$ cat src/hdl/cstok_pkg.sv
package cstok_pkg;

	localparam int LEN_BITS = 32;
	localparam int VAL_BITS = 63;
	localparam int QDEPTH   = 4;
	localparam int QPTR_W   = $clog2(QDEPTH);
	localparam int QCNT_W   = $clog2(QDEPTH + 1);

	typedef enum logic [2:0] {
		KIND_NUMBER  = 3'd0,
		KIND_IDENT   = 3'd1,
		KIND_KEYWORD = 3'd2,
		KIND_PUNCT   = 3'd3,
		KIND_END     = 3'd4,
		KIND_STRAY   = 3'd5,
		KIND_UNTERM  = 3'd6
	} kind_t;

	typedef struct packed {
		kind_t                 kind;
		logic [LEN_BITS-1:0]   start;
		logic [LEN_BITS-1:0]   len;
		logic [VAL_BITS-1:0]   value;
		logic                  last;
	} tok_t;

	// up to two results per source byte, in order r0 then r1
	typedef struct packed {
		logic [1:0] cnt;
		tok_t       r0;
		tok_t       r1;
	} tok_pair_t;

	localparam logic [7:0] CH_SLASH = 8'h2F;
	localparam logic [7:0] CH_STAR  = 8'h2A;
	localparam logic [7:0] CH_LF    = 8'h0A;
	localparam logic [7:0] CH_ZERO  = 8'h30;

	// keyword spellings: int, return, void
	localparam logic [7:0] KW_CHR [3][8] = '{
		'{"i", "n", "t", 8'h00, 8'h00, 8'h00, 8'h00, 8'h00},
		'{"r", "e", "t", "u", "r", "n", 8'h00, 8'h00},
		'{"v", "o", "i", "d", 8'h00, 8'h00, 8'h00, 8'h00}
	};
	localparam logic [2:0] KW_LEN [3] = '{3'd3, 3'd6, 3'd4};

	function automatic logic is_space(input logic [7:0] c);
		return (c == 8'h20) || (c >= 8'h09 && c <= 8'h0D);
	endfunction

	function automatic logic is_digit(input logic [7:0] c);
		return (c >= "0") && (c <= "9");
	endfunction

	function automatic logic is_alpha(input logic [7:0] c);
		return (c >= "a" && c <= "z") || (c >= "A" && c <= "Z");
	endfunction

	function automatic logic id_first(input logic [7:0] c);
		return is_alpha(c) || (c == "_");
	endfunction

	function automatic logic id_next(input logic [7:0] c);
		return is_alpha(c) || is_digit(c) || (c == "_");
	endfunction

	function automatic logic is_punct(input logic [7:0] c);
		return (c == "+") || (c == "-") || (c == "*") || (c == "/") || (c == "(") ||
			(c == ")") || (c == "{") || (c == "}") || (c == ";");
	endfunction

	// keywords still matching character c at index k
	function automatic logic [2:0] kw_hit(input logic [7:0] c, input logic [2:0] k);
		logic [2:0] hit;
		for (int i = 0; i < 3; i++) begin
			hit[i] = (k < KW_LEN[i]) && (KW_CHR[i][k] == c);
		end
		return hit;
	endfunction

endpackage

$ cat src/hdl/cstok_core.sv
module cstok_core import cstok_pkg::*; #(
	parameter int OFFSET_BITS = 32
) (
	input  logic            clk,
	input  logic            arst_n,
	input  logic            fire,
	input  logic [7:0]      c,
	input  logic            eos,
	output tok_pair_t       res
);

	typedef enum logic [7:0] {
		M_IDLE       = 8'b0000_0001,
		M_NUMBER     = 8'b0000_0010,
		M_IDENT      = 8'b0000_0100,
		M_SLASH      = 8'b0000_1000,
		M_LINE       = 8'b0001_0000,
		M_BLOCK      = 8'b0010_0000,
		M_BLOCK_STAR = 8'b0100_0000,
		M_ERROR      = 8'b1000_0000
	} mode_t;

	localparam logic [VAL_BITS-1:0] VALUE_MAX = '1;

	mode_t                  mode_q, mode_n;
	logic [OFFSET_BITS-1:0] pos_q, pos_n;
	logic [OFFSET_BITS-1:0] tstart_q, tstart_n;
	logic [VAL_BITS-1:0]    acc_q, acc_n;
	logic [2:0]             kw_q, kw_n;

	logic [OFFSET_BITS-1:0] span;
	logic [63:0]            span_w;
	logic [LEN_BITS-1:0]    len32;
	logic [2:0]             kidx;
	logic [3:0]             dig;
	logic [VAL_BITS+3:0]    prod;
	logic [VAL_BITS-1:0]    acc_step;

	logic                   pend_v;
	tok_t                   pend;
	logic                   idl_v;
	tok_t                   idl;
	mode_t                  idl_mode;
	logic                   idl_start;

	tok_t                   end_tok;
	logic                   do_pend, do_idle;
	logic                   push_p, push_i;

	assign span   = pos_q - tstart_q;
	assign span_w = 64'(span);
	assign len32  = (|span_w[63:LEN_BITS]) ? '1 : span_w[LEN_BITS-1:0];
	assign kidx   = (|span_w[63:3]) ? 3'd7 : span_w[2:0];
	assign dig    = 4'(c - CH_ZERO);

	// acc*10 + digit by shift and add; saturate on overflow
	assign prod     = (VAL_BITS+4)'({acc_q, 3'b000}) + (VAL_BITS+4)'({acc_q, 1'b0})
		+ (VAL_BITS+4)'(dig);
	assign acc_step = (|prod[VAL_BITS+3:VAL_BITS]) ? VALUE_MAX : prod[VAL_BITS-1:0];

	// token held open in the current mode
	always_comb begin
		pend_v      = 1'b1;
		pend.kind   = KIND_NUMBER;
		pend.start  = 32'(tstart_q);
		pend.len    = len32;
		pend.value  = '0;
		pend.last   = 1'b0;
		case (mode_q)
			M_NUMBER: begin
				pend.value = acc_q;
			end
			M_IDENT: begin
				if (kw_q[0] && len32 == 32'(KW_LEN[0])) begin
					pend.kind  = KIND_KEYWORD;
					pend.value = 63'd0;
				end else if (kw_q[1] && len32 == 32'(KW_LEN[1])) begin
					pend.kind  = KIND_KEYWORD;
					pend.value = 63'd1;
				end else if (kw_q[2] && len32 == 32'(KW_LEN[2])) begin
					pend.kind  = KIND_KEYWORD;
					pend.value = 63'd2;
				end else begin
					pend.kind  = KIND_IDENT;
				end
			end
			M_SLASH: begin
				pend.kind  = KIND_PUNCT;
				pend.len   = 32'd1;
				pend.value = 63'(CH_SLASH);
			end
			M_BLOCK, M_BLOCK_STAR: begin
				pend.kind = KIND_UNTERM;
			end
			default: begin
				pend_v = 1'b0;
			end
		endcase
	end

	// byte seen from idle
	always_comb begin
		idl_v      = 1'b0;
		idl_mode   = M_IDLE;
		idl_start  = 1'b0;
		idl.kind   = KIND_PUNCT;
		idl.start  = 32'(pos_q);
		idl.len    = 32'd1;
		idl.value  = 63'(c);
		idl.last   = 1'b0;
		if (is_space(c)) begin
			idl_mode = M_IDLE;
		end else if (c == CH_SLASH) begin
			idl_mode  = M_SLASH;
			idl_start = 1'b1;
		end else if (is_digit(c)) begin
			idl_mode  = M_NUMBER;
			idl_start = 1'b1;
		end else if (id_first(c)) begin
			idl_mode  = M_IDENT;
			idl_start = 1'b1;
		end else if (is_punct(c)) begin
			idl_v = 1'b1;
		end else begin
			idl_v    = 1'b1;
			idl.kind = KIND_STRAY;
			idl_mode = M_ERROR;
		end
	end

	always_comb begin
		end_tok.kind  = KIND_END;
		end_tok.start = 32'(pos_q);
		end_tok.len   = '0;
		end_tok.value = '0;
		end_tok.last  = 1'b1;
	end

	always_comb begin
		mode_n   = mode_q;
		tstart_n = tstart_q;
		acc_n    = acc_q;
		kw_n     = kw_q;
		pos_n    = (pos_q != '1) ? pos_q + 1'b1 : pos_q;
		do_pend  = 1'b0;
		do_idle  = 1'b0;
		push_p   = 1'b0;
		push_i   = 1'b0;
		res      = '0;

		if (eos) begin
			mode_n   = M_IDLE;
			pos_n    = '0;
			tstart_n = '0;
			acc_n    = '0;
			kw_n     = 3'b111;
			if (pend_v) begin
				res.cnt = 2'd2;
				res.r0  = pend;
				res.r1  = end_tok;
			end else begin
				res.cnt = 2'd1;
				res.r0  = end_tok;
			end
		end else begin
			case (mode_q)
				M_ERROR: begin
				end
				M_LINE: begin
					if (c == CH_LF) mode_n = M_IDLE;
				end
				M_BLOCK: begin
					if (c == CH_STAR) mode_n = M_BLOCK_STAR;
				end
				M_BLOCK_STAR: begin
					if (c == CH_SLASH) begin
						mode_n = M_IDLE;
					end else if (c != CH_STAR) begin
						mode_n = M_BLOCK;
					end
				end
				M_SLASH: begin
					if (c == CH_SLASH) begin
						mode_n = M_LINE;
					end else if (c == CH_STAR) begin
						mode_n = M_BLOCK;
					end else begin
						do_pend = 1'b1;
						do_idle = 1'b1;
					end
				end
				M_NUMBER: begin
					if (is_digit(c)) begin
						acc_n = acc_step;
					end else begin
						do_pend = 1'b1;
						do_idle = 1'b1;
					end
				end
				M_IDENT: begin
					if (id_next(c)) begin
						kw_n = kw_q & kw_hit(c, kidx);
					end else begin
						do_pend = 1'b1;
						do_idle = 1'b1;
					end
				end
				default: begin
					do_idle = 1'b1;
				end
			endcase

			if (do_idle) begin
				mode_n = idl_mode;
				if (idl_start) tstart_n = pos_q;
				if (idl_mode == M_NUMBER) acc_n = 63'(dig);
				if (idl_mode == M_IDENT) kw_n = kw_hit(c, 3'd0);
			end

			push_p = do_pend && pend_v;
			push_i = do_idle && idl_v;
			if (push_p) begin
				res.r0 = pend;
				if (push_i) begin
					res.r1      = idl;
					res.r1.last = 1'b1;
					res.cnt     = 2'd2;
				end else begin
					res.r0.last = 1'b1;
					res.cnt     = 2'd1;
				end
			end else if (push_i) begin
				res.r0      = idl;
				res.r0.last = 1'b1;
				res.cnt     = 2'd1;
			end
		end

		if (!fire) res.cnt = 2'd0;
	end

	always_ff @(posedge clk or negedge arst_n) begin
		if (!arst_n) begin
			mode_q   <= M_IDLE;
			pos_q    <= '0;
			tstart_q <= '0;
			acc_q    <= '0;
			kw_q     <= 3'b111;
		end else if (fire) begin
			mode_q   <= mode_n;
			pos_q    <= pos_n;
			tstart_q <= tstart_n;
			acc_q    <= acc_n;
			kw_q     <= kw_n;
		end
	end

endmodule

$ cat src/hdl/cstok_rfifo.sv
module cstok_rfifo import cstok_pkg::*; (
	input  logic      clk,
	input  logic      arst_n,
	input  tok_pair_t push,
	input  logic      pop,
	output logic      has_room,
	output logic      head_valid,
	output tok_t      head
);

	tok_t              mem_q [QDEPTH];
	logic [QPTR_W-1:0] rd_q, wr_q, wr_next;
	logic [QCNT_W-1:0] count_q;

	assign wr_next    = wr_q + 1'b1;
	assign has_room   = count_q <= QCNT_W'(QDEPTH - 2);
	assign head_valid = count_q != '0;
	assign head       = mem_q[rd_q];

	always_ff @(posedge clk) begin
		if (push.cnt != 2'd0) mem_q[wr_q] <= push.r0;
		if (push.cnt == 2'd2) mem_q[wr_next] <= push.r1;
	end

	always_ff @(posedge clk or negedge arst_n) begin
		if (!arst_n) begin
			rd_q    <= '0;
			wr_q    <= '0;
			count_q <= '0;
		end else begin
			wr_q    <= wr_q + QPTR_W'(push.cnt);
			if (pop) rd_q <= rd_q + 1'b1;
			count_q <= count_q + QCNT_W'(push.cnt) - QCNT_W'(pop);
		end
	end

endmodule

$ cat src/hdl/c_subset_tokenizer_unit.sv
// channel   | direction | fields                                        | handshake
// source    | in        | source_byte, end_of_source                    | src_valid / src_stall
// token     | out       | token_kind, start_offset, token_length,       | tok_valid / tok_stall
//           |           | token_value, last_of_run                      |
//
// One request per cycle enters the input register while src_stall is low; the core decodes
// it from that register and writes its results into a four-entry result queue. The first
// result reaches the token port once written into the queue. A request giving one result
// keeps a rate of one per cycle while neither port stalls; an end marker after an open
// token, or a byte that ends a token and starts another result, gives two, which leave
// one at a time through the single queue read port. Reset clears scan state and empties
// the queue. src_stall rises when a request waits and the queue lacks room for two
// results, so a stalled output backs up into the source once the queue fills.
module c_subset_tokenizer_unit import cstok_pkg::*; #(
	parameter int OFFSET_BITS = 32
) (
	input  logic                clk,
	input  logic                arst_n,
	input  logic                src_valid,
	output logic                src_stall,
	input  logic [7:0]          source_byte,
	input  logic                end_of_source,
	output logic                tok_valid,
	input  logic                tok_stall,
	output logic [2:0]          token_kind,
	output logic [LEN_BITS-1:0] start_offset,
	output logic [LEN_BITS-1:0] token_length,
	output logic [VAL_BITS-1:0] token_value,
	output logic                last_of_run
);

	logic       valid_s1;
	logic [7:0] byte_s1;
	logic       eos_s1;
	logic       fire_s1;
	logic       has_room;
	tok_pair_t  res;
	tok_t       head;

	assign fire_s1   = valid_s1 && has_room;
	assign src_stall = valid_s1 && !has_room;

	always_ff @(posedge clk or negedge arst_n) begin
		if (!arst_n) begin
			valid_s1 <= 1'b0;
		end else if (!src_stall) begin
			valid_s1 <= src_valid;
		end
	end

	always_ff @(posedge clk) begin
		if (src_valid && !src_stall) begin
			byte_s1 <= source_byte;
			eos_s1  <= end_of_source;
		end
	end

	cstok_core #(
		.OFFSET_BITS(OFFSET_BITS)
	) u_core (
		.clk    (clk),
		.arst_n (arst_n),
		.fire   (fire_s1),
		.c      (byte_s1),
		.eos    (eos_s1),
		.res    (res)
	);

	cstok_rfifo u_queue (
		.clk        (clk),
		.arst_n     (arst_n),
		.push       (res),
		.pop        (tok_valid && !tok_stall),
		.has_room   (has_room),
		.head_valid (tok_valid),
		.head       (head)
	);

	assign token_kind   = head.kind;
	assign start_offset = head.start;
	assign token_length = head.len;
	assign token_value  = head.value;
	assign last_of_run  = head.last;

endmodule

$ cat config.mk
export PLATFORM = sky130hd
export DESIGN_NAME = c_subset_tokenizer_unit
export DESIGN_NICKNAME = d
export VERILOG_FILES = /design/src/hdl/cstok_pkg.sv /design/src/hdl/cstok_core.sv /design/src/hdl/cstok_rfifo.sv /design/src/hdl/c_subset_tokenizer_unit.sv
export SDC_FILE = /design/constraint.sdc
export NUM_CORES = 2
export LEC_CHECK = 0
export BUFFER_PORTS_ARGS = -buffer_cell sky130_fd_sc_hd__buf_2
export CAP_MARGIN = 20
export CORE_MARGIN = 4
export CORE_UTILIZATION = 35
export CTS_BUF_LIST = sky130_fd_sc_hd__clkbuf_2 sky130_fd_sc_hd__clkbuf_4 sky130_fd_sc_hd__clkbuf_8
export DETAILED_ROUTE_END_ITERATION = 10
export MAX_ROUTING_LAYER = met4
export SLEW_MARGIN = 25
export SYNTH_ARGS = -nofsm -noshare
export SYNTH_HDL_FRONTEND = slang
export SYNTH_SLANG_ARGS = --single-unit
$ cat constraint.sdc
create_clock -name clk -period 14.6 [get_ports clk]
set_input_delay 2.92 -clock clk [delete_from_list [all_inputs] [get_ports clk]]
set_output_delay 2.92 -clock clk [all_outputs]
set_load 0.01 [all_outputs]
* Word level (Yosys, flattened, before mapping) *
Memories as Yosys holds them, arrays and structs flattened.
Index checks and enable logic that the tools add are counted.

word-level totals
  register bits after elaboration = 155
  memory bits (writable) = 524
  ROM bits = 192
  input port bits = 13
  output and inout port bits = 133
  logic and storage cells = 205
  memories = 4

memory list
  memory           words  width  read ports  clocked after Yosys merged registers in  write ports  line               RTL
  u_queue.mem_q    4      131    1           0                                        2            cstok_rfifo.sv:11  tok_t mem_q [QDEPTH];
  (no name shown)  8      8      1           0                                        0            cstok_pkg.sv:76    hit[i] = (k < KW_LEN[i]) && (KW_CHR[i][k] == c);
  (no name shown)  8      8      1           0                                        0            cstok_pkg.sv:76
  (no name shown)  8      8      1           0                                        0            cstok_pkg.sv:76

cells by class
  add/sub/neg operators = 10
  $lt $le $gt $ge = 13
  equal/unequal tests = 37
  multiplexer cells = 82
  bitwise operators = 2
  reductions and logical operators = 46

operators by type and width
  operator               number
  $mux 63                8
  $mux 131               3
  $mux 133               2
  $mux 264               1
  $mux 32                6
  $pmux 63 s3            1
  $mux 8                 19
  $mux 132               1
  $eq 8x6->1 const B     9
  $add 66x64->67         1
  $add 67x4->67          1
  $eq 32x3->1 const B    2
  $mux 3                 12
  $add 32x1->32 const B  1
  $eq 32x2->1 const B    1
  $eq 8x7->1 const B     4
  $ne 32x32->1 const B   1
  $pmux 8 s4             1
  $sub 32x32->32         1
  $reduce_or 29->1       1
  $eq 7x8->1 const A     3
  $eq 8x8->1             3
  $mux 1                 20
  $eq 8x2->1 const B     2
  other kinds (41)       86

* Longest topological paths before layout *
  word-level depth = 21
  depth in mapped cells = 22
  depth with buffers taken out = 21

* Modules after synthesis *
From an unflattened synthesis, not the netlist that was laid out.

second synthesis, totals
  cell total of the unflattened synthesis = 3462
  area, all modules = 42683.4 um2

modules (own cells, without submodules)
  module                   times used  cells each  area an instance (um2)
  cstok_rfifo              1           1307        26233.9
  cstok_core               1           2139        16109.2
  c_subset_tokenizer_unit  1           16          340.3

* Worst setup path after synthesis *
OpenSTA, ideal clock, no wires.

  kind = register to register
  start point = register byte_s1[3]
  end point = memory u_queue.mem_q[2][0] (netlist bit), enable pin
  library setup time = 0.563 ns
  arrival = 4.558 ns
  required time = 14.037 ns
  path slack = 9.479 ns
  stages on the path, launching flop included = 19
  buffers on the path = 7
  period minus slack after synthesis = 5.121 ns
  cell sequence = edfxtp_1 -> clkbuf_1 -> o21ai_1 -> or4b_1 -> buf_2 -> nand2_1 -> a21oi_1 -> o31ai_1 -> buf_2 -> nor2_1 -> ha_1 -> nor3_1 -> nor2_1 -> nand2_1 -> clkbuf_1 -> clkbuf_1 -> buf_1 -> clkbuf_1 -> nand2_1

RTL lines
  what                    line                           RTL
  start, declared         c_subset_tokenizer_unit.sv:33  logic [7:0] byte_s1;
  start signal, assigned  c_subset_tokenizer_unit.sv:53  byte_s1 <= source_byte;
  end, declared           cstok_rfifo.sv:11

* Worst setup path after layout *
  start point = register u_queue.rd_q[1]
  end point = output token_length[28]

between the ends
  word-level cells in the longest chain between the ends = 1

ends and longest elaborated chain
  what                    line                           RTL
  start, declared         cstok_rfifo.sv:12              logic [QPTR_W-1:0] rd_q, wr_q, wr_next;
  start signal, assigned  cstok_rfifo.sv:32              if (pop) rd_q <= rd_q + 1'b1;
  $mem_v2 4x131           -
  end, declared           c_subset_tokenizer_unit.sv:27  output logic [LEN_BITS-1:0] token_length,

Every way passes these cells.

==> impl_metrics.py <==
metrics = {
    "power_and_ir_drop": {
        "leakage_nw": 15.8,
        "pwr-share-clk_pct": 28.9,
        "p_per_area_nw_per_um2": 156,
        "irDropWorstVdd_uv": 109,
        "p_total_mw": 6.39,
        "p_seq_share_pct": 37.9,
        "p_sw_mw": 2.42,
        "p_sw_share_pct": 37.9,
        "comb_power_share_pct": 33.2,
        "p_int_mw": 3.97,
    },
    "timing": {
        "period_minus_slack_ns": 7.00,
        "fin_tns_setup_ns": 0,
        "relSlewSlack_pct": 24.3,
        "finalClockSkew_ns": 0.0688,
        "setup_viol": 0,
        "fmax_ghz": 0.143,
        "report.final.slew_viol_count": 0,
        "finalCritPeriodShare_pct": 47.9,
        "finalHoldViolCount": 0,
        "rsz0062_at_grt": "no",
        "tightest_slew_ns": 1.12,
    },
    "clocking": {
        "cts_resized": 0,
        "hold_buffers": 0,
        "clock_sinks": 679,
        "ctsLongestPathBuffers": 3,
        "postCtsSetupBuffers": 0,
        "clkTransAtPathRegs_ns": 0.06,
        "cts_max_level": 3,
        "cts_root_buffer": "clkbuf_8",
        "cts_tree": "built",
        "clk_latency_ns": 0.81,
        "cts_made_buffers": 114,
    },
    "drt": {
        "drcViolationCount": 0,
        "wl_microns": 113000,
        "drtIter0Drc": 2821,
        "dr.pass1.iters": 6,
        "antenna_left": 0,
        "vias": 30262,
        "drt-vias-per-instance": 5.75,
        "wl_per_cell_microns": 21.5,
    },
    "yosys": {
        "synth_flop_cell": "dfxtp_1",
        "async_flop_share_pct": 21.5,
        "post-synth-top-area-cell": "dfxtp_1",
        "yosysTopAreaCellShare_pct": 18.7,
        "synth_seq_cells": 679,
        "synth_nets": 3970,
        "synth_cell_types": 95,
        "synth-edff-count": 189,
        "synth_area_sq_um": 36800,
        "synthTopCellsByArea": "dfxtp_1 (19%), edfxtp_1 (15%), dfrtp_1 (9.6%)",
        "yosysWarningCount": 0,
        "yosysSeqAreaShare_pct": 44.0,
        "synthCells": 3789,
        "avgSynthCellArea_sq_um": 9.72,
        "yosys-top-cells-count": "o21ai_0 (502), nand3_1 (393), dfxtp_1 (344)",
        "synth.most_common_cell": "o21ai_0",
    },
    "floorplan": {
        "pin_count": 146,
        "die_x_microns": 332,
        "initial_core_util_pct": 35.4,
        "dieArea_sq_um": 110000,
        "rows": 118,
        "core-area_sq_um": 104000,
        "fp.dieH_microns": 332,
    },
    "critical_path": {
        "cp_max_fo": 60,
        "startpoint_type": "flip-flop",
        "endpoint_kind": "output pin",
        "worstPathRequired_ns": 11.68,
        "critical_path_class": "reg2out",
        "cp.arrival_ns": 4.08,
    },
    "global_route": {
        "grt_max_degree": 96,
        "gr-total-overflow": 0,
        "antenna_found_initial": 16,
        "first_global_vias": 29592,
        "grt_pass1_wl_microns": 176000,
        "grt_usage_pct": 20.4,
    },
    "placement": {
        "dp_hpwl_microns": 76000,
        "portBuffers": 145,
        "place_area_sq_um": 38500,
        "gp_congestion": 0.938,
    },
    "cells_and_area": {
        "syn_to_final_growth_pct": 11.5,
        "nets": 3945,
        "stdcell_area_sq_um": 41100,
        "final_core_util_pct": 39.5,
        "drive_gt1_share_pct": 15.4,
    },
    "run_status": {
        "outcome": "finished clean",
    },
    "job": {
        "cap_violations": 0,
    },
    "hold_path": {
        "hold_class": "reg2reg",
    },
}
layer usage:
metal  wire length [microns]  up-vias  track usage [%]
met1                   50200    14800             27.4
li1                        -    14246                -
met3                    8890      195             4.54
met5                       0        -                -
met4                    2960        0             6.48
met2                   50900     1021             30.9
cells by family after synthesis:
group                      synth area share, %
adders and majority gates                 5.79
buffers and inverters                     4.25
DFF                                       44.0
xor gates and xnor gates                  2.66
muxes                                     8.48
and+or+nand+nor                           14.5
AOI/OAI and AO/OA                         20.2
critical path, stage by stage, from the launching register on:
cell,delay [ns]
dfrtp_4,0.85
buf_6,0.70
buf_4,0.77
mux4_2,0.67
buf_2,0.17
layout make-up:
cell class	count	area [sq um]
clock inverters	27	230
clock buffers	189	2310
fillers	10323	62900
multi-input cells	2713	19200
well taps	1380	1730
inverters	73	274
diodes	17	42.5
repair buffers	183	1030
flip-flops and latches	679	16200
power groups by stage:
stage / clock network [mW] / registers [mW] / logic [mW]
3_3_place_gp: 0 / 2.46 / 2.08
6_report: 1.85 / 2.42 / 2.12
3_5_place_dp: 0 / 2.46 / 2.10
4_1_cts: 1.88 / 2.42 / 2.11
2_1_floorplan: 0 / 2.30 / 1.49
5_1_grt: 1.97 / 2.45 / 2.28
layout by cell type, fill, tap and decap left out, drive strengths merged, types with 33 or more instances in the layout:
cell    synthesis  routed
dfxtp         344     344
a21oi         196     196
nor3           63      63
mux4          131     131
ha            164     164
xnor2          54      54
edfxtp        189     189
nor2          166     166
a22o          160     160
xor2           58      58
o21ai         525     525
dfrtp         142     142
nand4          33      33
nand3         393     393
clkbuf        249     189
a21o           46      46
nand2         275     275
inv            72      75
buf            75     183
a211oi         35      35
flip-flops by register name, indices dropped and copies added (netlist names):
name,count
byte_s1,8
eos_s1,1
u_core.acc_q,63
u_core.kw_q,3
u_core.mode_q,8
u_core.pos_q,32
u_core.tstart_q,32
u_queue.count_q,3
u_queue.mem_q,524
u_queue.rd_q,2
u_queue.wr_q,2
valid_s1,1
per-stage QoR:
stage / worst slack (ns) / hold WS (ns) / cells
3_5_place_dp: 8.05 / 0.447 / 5028
6_report: 7.60 / 0.458 / 5261
3_3_place_gp: 8.08 / 0.442 / 5028
5_1_grt: 7.34 / 0.479 / 5261
2_1_floorplan: 9.48 / 0.431 / 3789
4_1_cts: 7.17 / 0.455 / 5244
path summary, 6_finish.rpt:
path                                                         from                                end  slack (ns)  cells past startpoint
worst max-delay path                  u_queue.rd_q[1]$_DFFE_PN0P_                   token_length[28]        7.60                      4
worst max register to register               byte_s1[3]$_DFFE_PP_    u_queue.mem_q[0][126]$_DFFE_PP_        8.05                     14
worst min-delay path            u_queue.mem_q[1][67]$_SDFFE_PP0P_  u_queue.mem_q[1][67]$_SDFFE_PP0P_        0.46                      2
max in group asynchronous                                  arst_n    u_core.tstart_q[29]$_DFFE_PN0P_       10.60                      3
worst min register to register  u_queue.mem_q[1][67]$_SDFFE_PP0P_  u_queue.mem_q[1][67]$_SDFFE_PP0P_        0.46                      2
min in group asynchronous                                  arst_n       u_core.acc_q[45]$_DFFE_PN0P_        2.01                      1
Note: power is estimated with default switching activity, not from simulation.
